==> src/sv/dcd_pkg.sv <==
// ----------------------------------------------------------------------------
// Day count to calendar date - shared definitions
// Table constants and defaults for the day count to date converter.
// ----------------------------------------------------------------------------
`default_nettype none

package dcd_pkg;

  localparam int unsigned DAY_COUNT_BITS_DEF = 20;
  localparam int unsigned EPOCH_W            = 12;
  localparam logic [11:0] EPOCH_RESET        = 12'd1980;

  // days in one four-year cycle
  localparam int unsigned DAYS_PER_CYCLE     = 1461;

  // start day of each cycle year within a four-year cycle, by epoch mod 4
  localparam logic [10:0] CYCLE_START [4][5] = '{
    '{11'd0, 11'd366, 11'd731, 11'd1096, 11'd1461},
    '{11'd0, 11'd365, 11'd730, 11'd1095, 11'd1461},
    '{11'd0, 11'd365, 11'd730, 11'd1096, 11'd1461},
    '{11'd0, 11'd365, 11'd731, 11'd1096, 11'd1461}
  };

  // cycle year that holds the leap day, by epoch mod 4
  localparam logic [1:0] LEAP_SLOT [4] = '{2'd0, 2'd3, 2'd2, 2'd1};

  localparam logic [8:0] CUM_COMMON [13] = '{
    9'd0, 9'd31, 9'd59, 9'd90, 9'd120, 9'd151, 9'd181,
    9'd212, 9'd243, 9'd273, 9'd304, 9'd334, 9'd365
  };
  localparam logic [8:0] CUM_LEAP [13] = '{
    9'd0, 9'd31, 9'd60, 9'd91, 9'd121, 9'd152, 9'd182,
    9'd213, 9'd244, 9'd274, 9'd305, 9'd335, 9'd366
  };

endpackage

`default_nettype wire

==> src/sv/day_count_to_calendar_date_core.sv <==
// ----------------------------------------------------------------------------
// Day count to calendar date converter
// Turns a day count plus Q0.32 day fraction into year, month, day, hour,
// minute and Q6.16 seconds, relative to a programmable epoch year (Julian
// leap rule, every fourth year).
// ----------------------------------------------------------------------------
// Usage:
//   Input stream s_axis_*: one timestamp per transaction, day 1 is January 1
//   of the epoch year. Output stream m_axis_*: one date per transaction, in
//   the same order. The epoch year is written through cfg_wr_en_i /
//   cfg_wr_data_i while no transaction is in flight.
// Pipeline and throughput:
//   Four register stages: m_axis_tvalid is the valid bit of the fourth
//   stage. One transaction is taken every cycle while the output is not
//   stalled.
// Reset:
//   All stage valid bits clear and the epoch year returns to 1980.
// Stall:
//   While the output holds an untaken result, the whole pipeline holds and
//   s_axis_tready drops; nothing is lost or repeated.
// ----------------------------------------------------------------------------
`default_nettype none

module day_count_to_calendar_date_core #(
  parameter int unsigned DAY_COUNT_BITS = dcd_pkg::DAY_COUNT_BITS_DEF,
  localparam int unsigned S_TDATA_W = ((DAY_COUNT_BITS + 32 + 7) / 8) * 8,
  localparam int unsigned M_TDATA_W = 56
) (
  input  wire logic                          clk_i,
  input  wire logic                          rst_ni,
  input  wire logic                          cfg_wr_en_i,
  input  wire logic [dcd_pkg::EPOCH_W-1:0]   cfg_wr_data_i,   // epoch_year
  input  wire logic                          s_axis_tvalid,
  output      logic                          s_axis_tready,
  // day_count[DAY_COUNT_BITS], day_fraction[32], zero fill
  input  wire logic [S_TDATA_W-1:0]          s_axis_tdata,
  output      logic                          m_axis_tvalid,
  input  wire logic                          m_axis_tready,
  // year[13], month[4], day_of_month[5], hour[5], minute[6],
  // second_scaled[22], zero fill
  output      logic [M_TDATA_W-1:0]          m_axis_tdata
);

  localparam int unsigned DCB         = DAY_COUNT_BITS;
  localparam int unsigned CW          = DCB - 10;
  localparam int unsigned RECIP_SHIFT = DCB + 10;
  localparam logic [DCB-1:0] RECIP_MULT =
    DCB'((64'd1 << RECIP_SHIFT) / 64'(dcd_pkg::DAYS_PER_CYCLE));
  localparam logic [11:0] CYC_DAYS = 12'(dcd_pkg::DAYS_PER_CYCLE);

  logic                    adv;
  logic [dcd_pkg::EPOCH_W-1:0] epoch_q;

  logic v1_q, v2_q, v3_q, v4_q;

  // stage 1
  logic [DCB-1:0]    days_d, days1_q;
  logic [2*DCB-1:0]  prod_d, prod1_q;
  logic [36:0]       hp_d, hp1_q;
  // stage 2
  logic [CW-1:0]     qest;
  logic [DCB-1:0]    rem_full;
  logic [11:0]       rem_lo;
  logic [CW-1:0]     cyc_d, cyc2_q;
  logic [10:0]       rem2_d, rem2_q;
  logic [37:0]       mp_d, mp2_q;
  logic [4:0]        hour2_q;
  // stage 3
  logic [1:0]        yi;
  logic [1:0]        ph;
  logic [31:0]       ysum;
  logic [8:0]        remy_d, rem3_q;
  logic              leap_d, leap3_q;
  logic [12:0]       year3_q;
  logic [37:0]       sp_d, sp3_q;
  logic [4:0]        hour3_q;
  logic [5:0]        min3_q;
  // stage 4
  logic [3:0]        mi;
  logic [8:0]        cum_sel;
  logic [8:0]        dom_d;
  logic [12:0]       year4_q;
  logic [3:0]        month4_q;
  logic [4:0]        dom4_q;
  logic [4:0]        hour4_q;
  logic [5:0]        min4_q;
  logic [21:0]       sec4_q;

  assign adv           = !v4_q || m_axis_tready;
  assign s_axis_tready = adv;

  always_ff @(posedge clk_i or negedge rst_ni) begin
    if (!rst_ni) begin
      epoch_q <= dcd_pkg::EPOCH_RESET;
    end else if (cfg_wr_en_i) begin
      epoch_q <= cfg_wr_data_i;
    end
  end

  always_ff @(posedge clk_i or negedge rst_ni) begin
    if (!rst_ni) begin
      v1_q <= 1'b0;
      v2_q <= 1'b0;
      v3_q <= 1'b0;
      v4_q <= 1'b0;
    end else if (adv) begin
      v1_q <= s_axis_tvalid;
      v2_q <= v1_q;
      v3_q <= v2_q;
      v4_q <= v3_q;
    end
  end

  // Stage 1: elapsed days, reciprocal product, hour product
  always_comb begin
    days_d = s_axis_tdata[DCB-1:0] - DCB'(1);
    prod_d = (2*DCB)'(days_d) * (2*DCB)'(RECIP_MULT);
    hp_d   = 37'(s_axis_tdata[DCB+31:DCB]) * 37'(24);
  end

  // Stage 2: cycle count with one correction step, minute product
  always_comb begin
    qest     = prod1_q[2*DCB-1:RECIP_SHIFT];
    rem_full = days1_q - DCB'(DCB'(qest) * DCB'(dcd_pkg::DAYS_PER_CYCLE));
    rem_lo   = rem_full[11:0];
    if (rem_lo >= CYC_DAYS) begin
      rem2_d = 11'(rem_lo - CYC_DAYS);
      cyc_d  = qest + CW'(1);
    end else begin
      rem2_d = rem_lo[10:0];
      cyc_d  = qest;
    end
    mp_d = 38'(hp1_q[31:0]) * 38'(60);
  end

  // Stage 3: year within the cycle, second product
  always_comb begin
    ph = epoch_q[1:0];
    yi = 2'd0;
    for (int k = 1; k < 4; k++) begin
      if (rem2_q >= dcd_pkg::CYCLE_START[ph][3'(k)]) begin
        yi = 2'(k);
      end
    end
    remy_d = 9'(rem2_q - dcd_pkg::CYCLE_START[ph][{1'b0, yi}]);
    leap_d = (dcd_pkg::LEAP_SLOT[ph] == yi);
    ysum   = 32'({cyc2_q, 2'b00}) + 32'(yi) + 32'(epoch_q);
    sp_d   = 38'(mp2_q[31:0]) * 38'(60);
  end

  // Stage 4: month search against the cumulative table
  always_comb begin
    mi = 4'd0;
    for (int k = 1; k < 12; k++) begin
      if (leap3_q ? (rem3_q >= dcd_pkg::CUM_LEAP[4'(k)])
                  : (rem3_q >= dcd_pkg::CUM_COMMON[4'(k)])) begin
        mi = 4'(k);
      end
    end
    cum_sel = leap3_q ? dcd_pkg::CUM_LEAP[mi] : dcd_pkg::CUM_COMMON[mi];
    dom_d   = rem3_q - cum_sel + 9'd1;
  end

  always_ff @(posedge clk_i) begin
    if (adv) begin
      days1_q  <= days_d;
      prod1_q  <= prod_d;
      hp1_q    <= hp_d;

      cyc2_q   <= cyc_d;
      rem2_q   <= rem2_d;
      mp2_q    <= mp_d;
      hour2_q  <= hp1_q[36:32];

      rem3_q   <= remy_d;
      leap3_q  <= leap_d;
      year3_q  <= ysum[12:0];
      sp3_q    <= sp_d;
      hour3_q  <= hour2_q;
      min3_q   <= mp2_q[37:32];

      year4_q  <= year3_q;
      month4_q <= mi + 4'd1;
      dom4_q   <= dom_d[4:0];
      hour4_q  <= hour3_q;
      min4_q   <= min3_q;
      sec4_q   <= sp3_q[37:16];
    end
  end

  assign m_axis_tvalid = v4_q;
  assign m_axis_tdata  = {1'b0, sec4_q, min4_q, hour4_q, dom4_q, month4_q, year4_q};

  // Checks
  a_rem_reduced: assert property (@(posedge clk_i) disable iff (!rst_ni)
    v2_q |-> rem2_q < CYC_DAYS[10:0])
    else $error("day remainder not reduced below one cycle");

  a_month_range: assert property (@(posedge clk_i) disable iff (!rst_ni)
    v4_q |-> (month4_q >= 4'd1 && month4_q <= 4'd12))
    else $error("month out of range");

  a_dom_range: assert property (@(posedge clk_i) disable iff (!rst_ni)
    v4_q |-> (dom4_q >= 5'd1))
    else $error("day of month is zero");

  a_hour_range: assert property (@(posedge clk_i) disable iff (!rst_ni)
    v2_q |-> hour2_q < 5'd24)
    else $error("hour out of range");

  a_stall_hold: assert property (@(posedge clk_i) disable iff (!rst_ni)
    !adv |=> $stable(year4_q) && $stable(sec4_q) && $stable(v3_q))
    else $error("pipeline moved during stall");

endmodule

`default_nettype wire
==> config.mk <==
export PLATFORM = sky130hd
export DESIGN_NAME = day_count_to_calendar_date_core
export DESIGN_NICKNAME = d
export VERILOG_FILES = /design/src/sv/dcd_pkg.sv /design/src/sv/day_count_to_calendar_date_core.sv
export SDC_FILE = /design/constraint.sdc
export NUM_CORES = 1
export LEC_CHECK = 0
export BUFFER_PORTS_ARGS = -buffer_cell sky130_fd_sc_hd__clkbuf_2
export CAP_MARGIN = 40
export CORE_ASPECT_RATIO = 1.75
export CORE_UTILIZATION = 58
export CTS_CLUSTER_DIAMETER = 150
export DETAILED_ROUTE_END_ITERATION = 12
export GPL_TIMING_DRIVEN = 0
export PLACE_DENSITY = 0.8
export SLEW_MARGIN = 5
export SYNTH_ARGS = -nofsm -noshare
export SYNTH_HDL_FRONTEND = slang
export SYNTH_SLANG_ARGS = --single-unit
export TNS_END_PERCENT = 10
==> constraint.sdc <==
create_clock -name clk_i -period 8.7 [get_ports clk_i]
set_clock_uncertainty 0.2 [all_clocks]
set_input_delay 1.74 -clock clk_i [delete_from_list [all_inputs] [get_ports clk_i]]
set_output_delay 1.74 -clock clk_i [all_outputs]
set_load 0.03 [all_outputs]
==> impl_metrics.toml, run 1 <==
[hold_path]
hold_path.startpoint = "year3_q[1]$_DFFE_PP_"
holdCritPathClass = "reg2reg"

[setup_path]
r2r_start = "prod1_q[31]$_DFFE_PP_"
path_buf_inv = 7
cp_max_fo = 4
worstPathRequired_ns = 8.80
cp-start-kind = "input pin"
worst-setup-path-type = "in2reg"
cp_top_family = "adder cells"
r2r_setup_slack_ns = 2.75
startpoint = "s_axis_tdata[5]"
critPathMaxStageDelay_ns = 0.57
cp_data_arrival_time_ns = 8.79
slowest_stage = "or4_4"
worst_setup_path_end_kind = "flop"

[die]
die_x_um = 157
rows = 99
die_h_um = 273
core-area_um2 = 41600
die_area_um2 = 42900
io_pins = 131
start_util = 0.586

[logic_synthesis]
synth_ff_type = "edfxtp_1"
synth-edff-count = 226
yosysSeqAreaShare = 0.295
syn_area_um2 = 24400
ys_types = 82
synthesis.nets = 2874
yosys_register_bits = 242
netlist_instances = 2193
yosysWarnings = 0
async_flop_share = 0.0661
postSynthAreaPerCell_um2 = 11.1

[route]
drt_iter0_drc = 713
drc = 0
drtPass1Iterations = 6
ant_nets = 0
wire_per_inst_um = 18.3
viasPerCell = 5.73
vias = 17000
drt-total-wl_um = 54400

[final_layout]
fill_cells = 3047
area_growth_pct = 12.8
final_cells = 2967
drive_gt1_frac = 0.140
layout.nets = 3077
diodes = 0

[timing]
setup_violations = 0
hold-worst-slack_ns = 0.217
final.setup.worst_slack_ns = 0.00221
hold_viol_final = 0
min_period_ns = 8.70
finalCritPeriodShare = 1.00
rsz0062_at_grt = "yes"
worst_pin_slew_ns = 0.845
drv_slew = 0
slew_headroom = 0.431
fmax_mhz = 115

[clock_network]
cts_buffers = 22
ctsHoldBuffers = 0
clkSinkCount = 242
htree_levels = 1
clockBufferDepth = 3
cts-root-buf = "clkbuf_16"
path_clk_slew_ns = 0.09
cts_tree = "done"
clk_latency_ns = 0.55

[placed_design]
dp_hpwl_um = 43700
portBuffers = 125
dp_cells = 2881
routabilityCongestion = 0.926
place_worst_setup_slack_ns = -2.04

[global_routing]
grt_pass1_wl_um = 85100
grt_usage = 0.255
grt_overflow = 0
antenna_found_initial = 0
grt_pass1_vias = 18300
grt_max_degree = 65

[run]
cap_violations = 0

[outcome]
status = "finished, final reports clean"
path summary, 6_finish.rpt:
check	to	cells after the start
worst max-delay path	prod1_q[38]$_DFFE_PP_	30
worst min-delay path	year4_q[1]$_DFFE_PP_	0
worst max register to register	rem2_q[8]$_DFFE_PP_	16
worst min register to register	year4_q[1]$_DFFE_PP_	0
max in group asynchronous	epoch_q[8]$_DFFE_PN1P_	1
min in group asynchronous	v1_q$_DFFE_PN0P_	1
cell type report:
cell class	instances	area, um2	share of cell area
clock inverter	16	176	0.00641
sequential	242	7200	0.262
multi-input combinational	1522	16100	0.586
inverter	421	1600	0.0581
clock buffer	24	558	0.0203
buffer	8	42.5	0.00155
timing repair buffer	179	1120	0.0408
tap	555	694	0.0253
routing by layer:
layer	GRT usage	vias to the layer above	share of wire
met4	0.169	0	0.079
met3	0.0218	279	0.032
met1	0.217	8340	0.30
met5	0	-	0
li1	-	7818	-
met2	0.533	550	0.59
layout by cell type, fill, tap and decap left out, types with 11 or more instances in the layout:
cell	n
edfxtp_1	226
xor2_1	62
ha_1	332
ha_4	12
o21ai_0	61
buf_4	48
nand2_1	69
o21bai_1	20
a21oi_1	123
a211oi_1	13
nand3_1	25
clkbuf_16	22
inv_1	404
mux2_2	13
nor3_1	28
nor2b_1	13
xnor2_1	124
a21o_1	53
a31oi_1	15
fa_1	258
inv_2	12
or3_1	11
nand2b_1	25
clkbuf_2	122
o21a_1	17
nor2_1	77
cells by family (layout without fill, tap and decap cells):
family                     count (synthesis)  after routing  share of synthesized area
muxes                                     14             14                    0.00641
xor gates and xnor gates                 200            200                     0.0729
DFF                                      242            242                      0.295
buffers and inverters                    429            648                     0.0666
adders and majority gates                608            608                      0.393
AOI/OAI and AO/OA                        374            374                     0.0975
other                                      1              1                   0.000154
and+or+nand+nor                          325            325                     0.0684
cells in the mapped netlist (17+ instances only):
master	instances	area (um2)
xor2_1	64	561
fa_1	263	5270
nor3_1	29	145
xnor2_1	134	1170
nand2b_1	26	163
o21a_1	17	128
nor2_1	80	300
a21oi_1	126	631
edfxtp_1	226	6790
a21o_1	53	398
inv_1	420	1580
ha_1	345	4320
o21ai_0	66	330
nand2_1	73	274
nand3_1	26	130
o21bai_1	20	150
registers in the layout, indices dropped and copies added (netlist names), 5 cells and up:
name,flops
hp1_q,34
mp2_q,33
sec4_q,22
sp3_q,22
year3_q,13
year4_q,13
days1_q,12
epoch_q,12
rem2_q,11
cyc2_q,10
prod1_q,10
rem3_q,9
min3_q,6
min4_q,6
dom4_q,5
hour2_q,5
hour3_q,5
hour4_q,5
what timing repair did:
item,in CTS,in global routing
setup buffers,11,36
gates cloned,0,0
setup endpoints to repair,10,7
pin swaps,9,47
resized for setup,44,74
stage by stage:
step / instance area, um2 / utilization / TNS (ns)
floorplan: 24400 / - / -0.808
global placement: 25700 / 0.618 / -15.70
detailed placement: 25800 / 0.621 / -16.83
CTS: 26900 / 0.646 / 0
global route: 27500 / 0.661 / -0.675
finish: 27500 / 0.661 / 0
worst reg2reg max path: cells and delay by family, from the launching register on:
| kind | cells | cell delay [ns] |
|---|---|---|
| fa+ha+maj | 6 | 2.33 |
| xor+xnor | 1 | 0.14 |
| buf+inv | 1 | 0.05 |
| flops | 1 | 0.55 |
| simple gates | 4 | 0.94 |
| compound gates | 4 | 1.46 |
Power of run 1 is left out: the tool's default activity adds up to more than one toggle a clock period on the data nets, which glitch-free logic cannot reach.
==> inputs of run 2 (changes only) <==
- REMOVE_ABC_BUFFERS: default -> 1
==> impl_metrics.toml, run 2 (synthesis gave the netlist of run 1 again) <==
[run]
cap_violations = 0

[final_layout]
top_regs = "hp1_q (34), mp2_q (33)"
area_growth_pct = 13.0
largest_reg_flops = 34
drive_gt1_frac = 0.143
layout.nets = 3070
final_common_cell = "inv_1"
post-route-cell-area_um2 = 27600
final_cell_mix = "inv_1 (403), ha_1 (329), fa_1 (262), edfxtp_1 (226), xnor2_1 (125)"
top_register = "hp1_q"

[placed_design]
dpl_cell_area_um2 = 25800
portBuffers = 125
dp_hpwl_um = 42600
routabilityCongestion = 0.962

[route]
wire_per_inst_um = 17.8
drtPass1Iterations = 5
vias = 16700
drc = 0
ant_nets = 0
viasPerCell = 5.64
drt_iter0_drc = 660
drt-total-wl_um = 52800

[setup_path]
critPathMaxStageDelay_ns = 0.55
r2r_start = "prod1_q[31]$_DFFE_PP_"
worst_setup_path_end_kind = "flop"
cp_data_arrival_time_ns = 8.80
cp_max_fo = 6
cp_common_cell = "fa_1"
slowest_stage = "or4_4"
startpoint = "s_axis_tdata[5]"
cp-start-kind = "input pin"
worstPathRequired_ns = 8.80
worst-setup-path-type = "in2reg"

[outcome]
status = "finished, final reports clean"

[timing]
worst_pin_slew_ns = 1.16
setup_violations = 0
hold-worst-slack_ns = 0.217
finalCritPeriodShare = 1.00
hold_viol_final = 0
drv_slew = 0
min_period_ns = 8.70
fmax_mhz = 115
slew_headroom = 0.218

[clock_network]
clockBufferDepth = 3
path_clk_slew_ns = 0.07
cts_tree = "done"
cts-root-buf = "clkbuf_16"
cts_buffers = 23
clkSinkCount = 242
clk_latency_ns = 0.55
htree_levels = 1

[global_routing]
antenna_found_initial = 1
grt_usage = 0.250
grt_pass1_wl_um = 83800
grt_max_degree = 56
grt_overflow = 0
grt_pass1_vias = 17900

[die]
die_h_um = 273
io_pins = 131
die_area_um2 = 42900
die_x_um = 157
rows = 99
core-area_um2 = 41600
start_util = 0.586

[hold_path]
holdCritPathClass = "reg2reg"
hold_path.startpoint = "min3_q[5]$_DFFE_PP_"
[run 2: cell count changes in the layout (fill, tap and decap cells not counted), sizes merged]
| cell | change |
|---|---|
| buf | -5 |
| clkbuf | -4 |
| bufinv | +1 |
| clkinv | +1 |
| diode | +1 |
| inv | +1 |
[run 2: critical path, delay by kind of cell]
family | cells | cell delay [ns]
adder cells (fa/ha/maj) | 7 | 2.72
AO/OA/AOI/OAI | 7 | 1.34
XOR/XNOR | 3 | 0.52
buffers and inverters | 6 | 0.79
AND/OR/NAND/NOR | 6 | 1.68
[run 2: stage by stage]
stage                     utilization  setup TNS [ns]  setup slack, ns  std cells
final                           0.662               0          0.00292       2962
after global routing            0.662          -0.578           -0.194       2962
after CTS                       0.647               0          0.00196       2929
after detailed placement        0.620          -11.31            -1.51       2876
after global placement          0.617         -353.01            -3.57       2865
after floorplan                     -           -1.50           -0.692       2185
[run 2: area by class of cell]
class                           count  area, um2
Timing Repair Buffer              179       1130
Tap cell                          555        694
Sequential cell                   242       7200
Multi-Input combinational cell   1522      16100
Inverter                          421       1600
Antenna cell                        1       2.50
Clock buffer                       23        576
Clock inverter                     19        220
Fill cell                        3022      14100
[run 2: what timing repair did]
| item | CTS | global route |
|---|---|---|
| setup buffers | 11 | 34 |
| gates resized for setup | 40 | 73 |
| pin swaps | 9 | 51 |
| hold buffers | 0 | 0 |
| setup endpoints to repair | 10 | 7 |
[run 2: path summary, 6_finish.rpt]
check | cells past startpoint | slack (ns) | to
hold reg to reg | 0 | 0.22 | min4_q[5]$_DFFE_PP_
setup / recovery | 29 | 0.003 | prod1_q[38]$_DFFE_PP_
setup reg to reg | 16 | 2.55 | rem2_q[8]$_DFFE_PP_
min in group asynchronous | 1 | 0.92 | v1_q$_DFFE_PN0P_
hold / removal | 0 | 0.22 | min4_q[5]$_DFFE_PP_
max in group asynchronous | 1 | 7.04 | epoch_q[2]$_DFFE_PN1P_
[run 2: metal layers]
metal  vias up  GRT usage  wire [um]
li1       7818          -          -
met3       200     0.0188       1550
met1      8246      0.220      16400
met5         -          0          0
met2       435      0.527      31400
met4         0      0.141       3490
Power of run 2 is left out for the same reason.
==> inputs of run 3 (changes only) <==
- clock period: 8.7 -> 7.8 ns (I/O delays scaled with it)
==> impl_metrics.toml, run 3 (synthesis gave the netlist of run 1 again) <==
[final_layout]
fill_cells = 3072
final_common_cell = "inv_1"
seq_area_um2 = 7200
multiInputGateArea_um2 = 16000
final_cell_mix = "inv_1 (415), ha_1 (332), fa_1 (262), edfxtp_1 (226), xnor2_1 (128)"
drive_gt1_frac = 0.129
final_cells = 2945
top_regs = "hp1_q (34), mp2_q (33)"
top_register = "hp1_q"
layout.nets = 3053
largest_reg_flops = 34
area_growth_pct = 11.9

[clock_network]
ctsHoldBuffers = 0
htree_levels = 1
cts_tree = "done"
cts-root-buf = "clkbuf_16"
clk_latency_ns = 0.56
clockBufferDepth = 3
path_clk_slew_ns = 0.07
cts_buffers = 23
clkSinkCount = 242

[global_routing]
use_met1 = 0.225
grt_max_degree = 56
antenna_found_initial = 1
grt_usage = 0.254
grt_use_met2 = 0.527
grt_pass1_vias = 18100
grt_pass1_wl_um = 85100
grt.busiest_layer = "met2"
met3_usage = 0.0203
grt_overflow = 0

[setup_path]
cp_data_arrival_time_ns = 8.54
cp_common_cell = "fa_1"
worst-setup-path-type = "in2reg"
r2r_setup_slack_ns = 1.72
slowest_stage = "or4_4"
cp-start-kind = "input pin"
critPathMaxStageDelay_ns = 0.57
worstPathRequired_ns = 7.90
worst_setup_path_end_kind = "flop"
path_buf_inv = 5
cp_top_family = "adder cells"
cp_max_fo = 5

[placed_design]
routabilityCongestion = 0.962
portBuffers = 125
dp_cells = 2876
dp_hpwl_um = 42600

[route]
wire_per_inst_um = 17.7
drc = 0
vias = 16700
drt_iter0_drc = 706
viasPerCell = 5.67
ant_nets = 0
drtPass1Iterations = 7
drt-total-wl_um = 52100

[timing]
drv_slew = 0
setup_violations = 10
fmax_mhz = 118
hold-worst-slack_ns = 0.217
hold_viol_final = 0
rsz0062_at_grt = "yes"
worst_pin_slew_ns = 0.901
finalCritPeriodShare = 1.08
final.setup.worst_slack_ns = -0.639
setup_tns_ns = -3.77
slew_headroom = 0.395
min_period_ns = 8.44

[die]
die_x_um = 157
core-area_um2 = 41600
die_h_um = 273
start_util = 0.586
io_pins = 131
rows = 99
die_area_um2 = 42900

[outcome]
status = "finished, violations left"
violations = "negative setup slack"

[hold_path]
holdCritPathClass = "reg2reg"

[run]
cap_violations = 0
run 3: cell count changes in the layout (fill, tap and decap cells not counted), moves of 2 or more:
cell     change
xnor2_1      +3
inv_2       -11
ha_4         -5
buf_6        -2
ha_2         +2
inv_1       +12
xor2_2       +3
ha_1         +3
buf_4       -15
xnor2_2      -2
xor2_1       -2
run 3: worst paths after layout:
check | to | start | cells past startpoint
max | prod1_q[38]$_DFFE_PP_ | s_axis_tdata[5] | 27
min | min4_q[5]$_DFFE_PP_ | min3_q[5]$_DFFE_PP_ | 0
max reg2reg | rem2_q[8]$_DFFE_PP_ | prod1_q[32]$_DFFE_PP_ | 16
min reg2reg | min4_q[5]$_DFFE_PP_ | min3_q[5]$_DFFE_PP_ | 0
max in group asynchronous | epoch_q[2]$_DFFE_PN1P_ | rst_ni | 1
min in group asynchronous | v1_q$_DFFE_PN0P_ | rst_ni | 1
run 3: area by class of cell:
cell class / instances / share of cell area
Inverter: 421 / 0.0585
Multi-Input combinational cell: 1522 / 0.587
Clock buffer: 23 / 0.0211
Timing Repair Buffer: 162 / 0.0359
Antenna cell: 1 / 0.0000917
Sequential cell: 242 / 0.264
Clock inverter: 19 / 0.00807
Tap cell: 555 / 0.0255
run 3: metal layers:
metal,vias up,part of all wire
met3,199,0.031
li1,7794,-
met4,0,0.067
met5,-,0
met2,458,0.59
met1,8253,0.31
run 3: stage by stage:
step | area (um2) | worst slack, ns | util
global route | 27300 | -0.838 | 0.655
detailed placement | 25800 | -2.23 | 0.620
floorplan | 24300 | -1.23 | -
finish | 27300 | -0.639 | 0.655
CTS | 27200 | -0.508 | 0.654
global placement | 25700 | -4.11 | 0.617
run 3: what timing repair did:
action	4_1_cts	5_1_grt
buffers inserted	26	0
setup endpoints to repair	10	10
pin swaps	24	4
resized for setup	67	15
run 3: worst reg2reg max path, delay by kind of cell, from the launching register on:
family          cells  cell delay [ns]
compound gates      4             1.54
xor+xnor            1             0.13
fa+ha+maj           6             2.35
buf+inv             1             0.05
flops               1             0.57
simple gates        4             0.99
Power of run 3 is left out for the same reason.
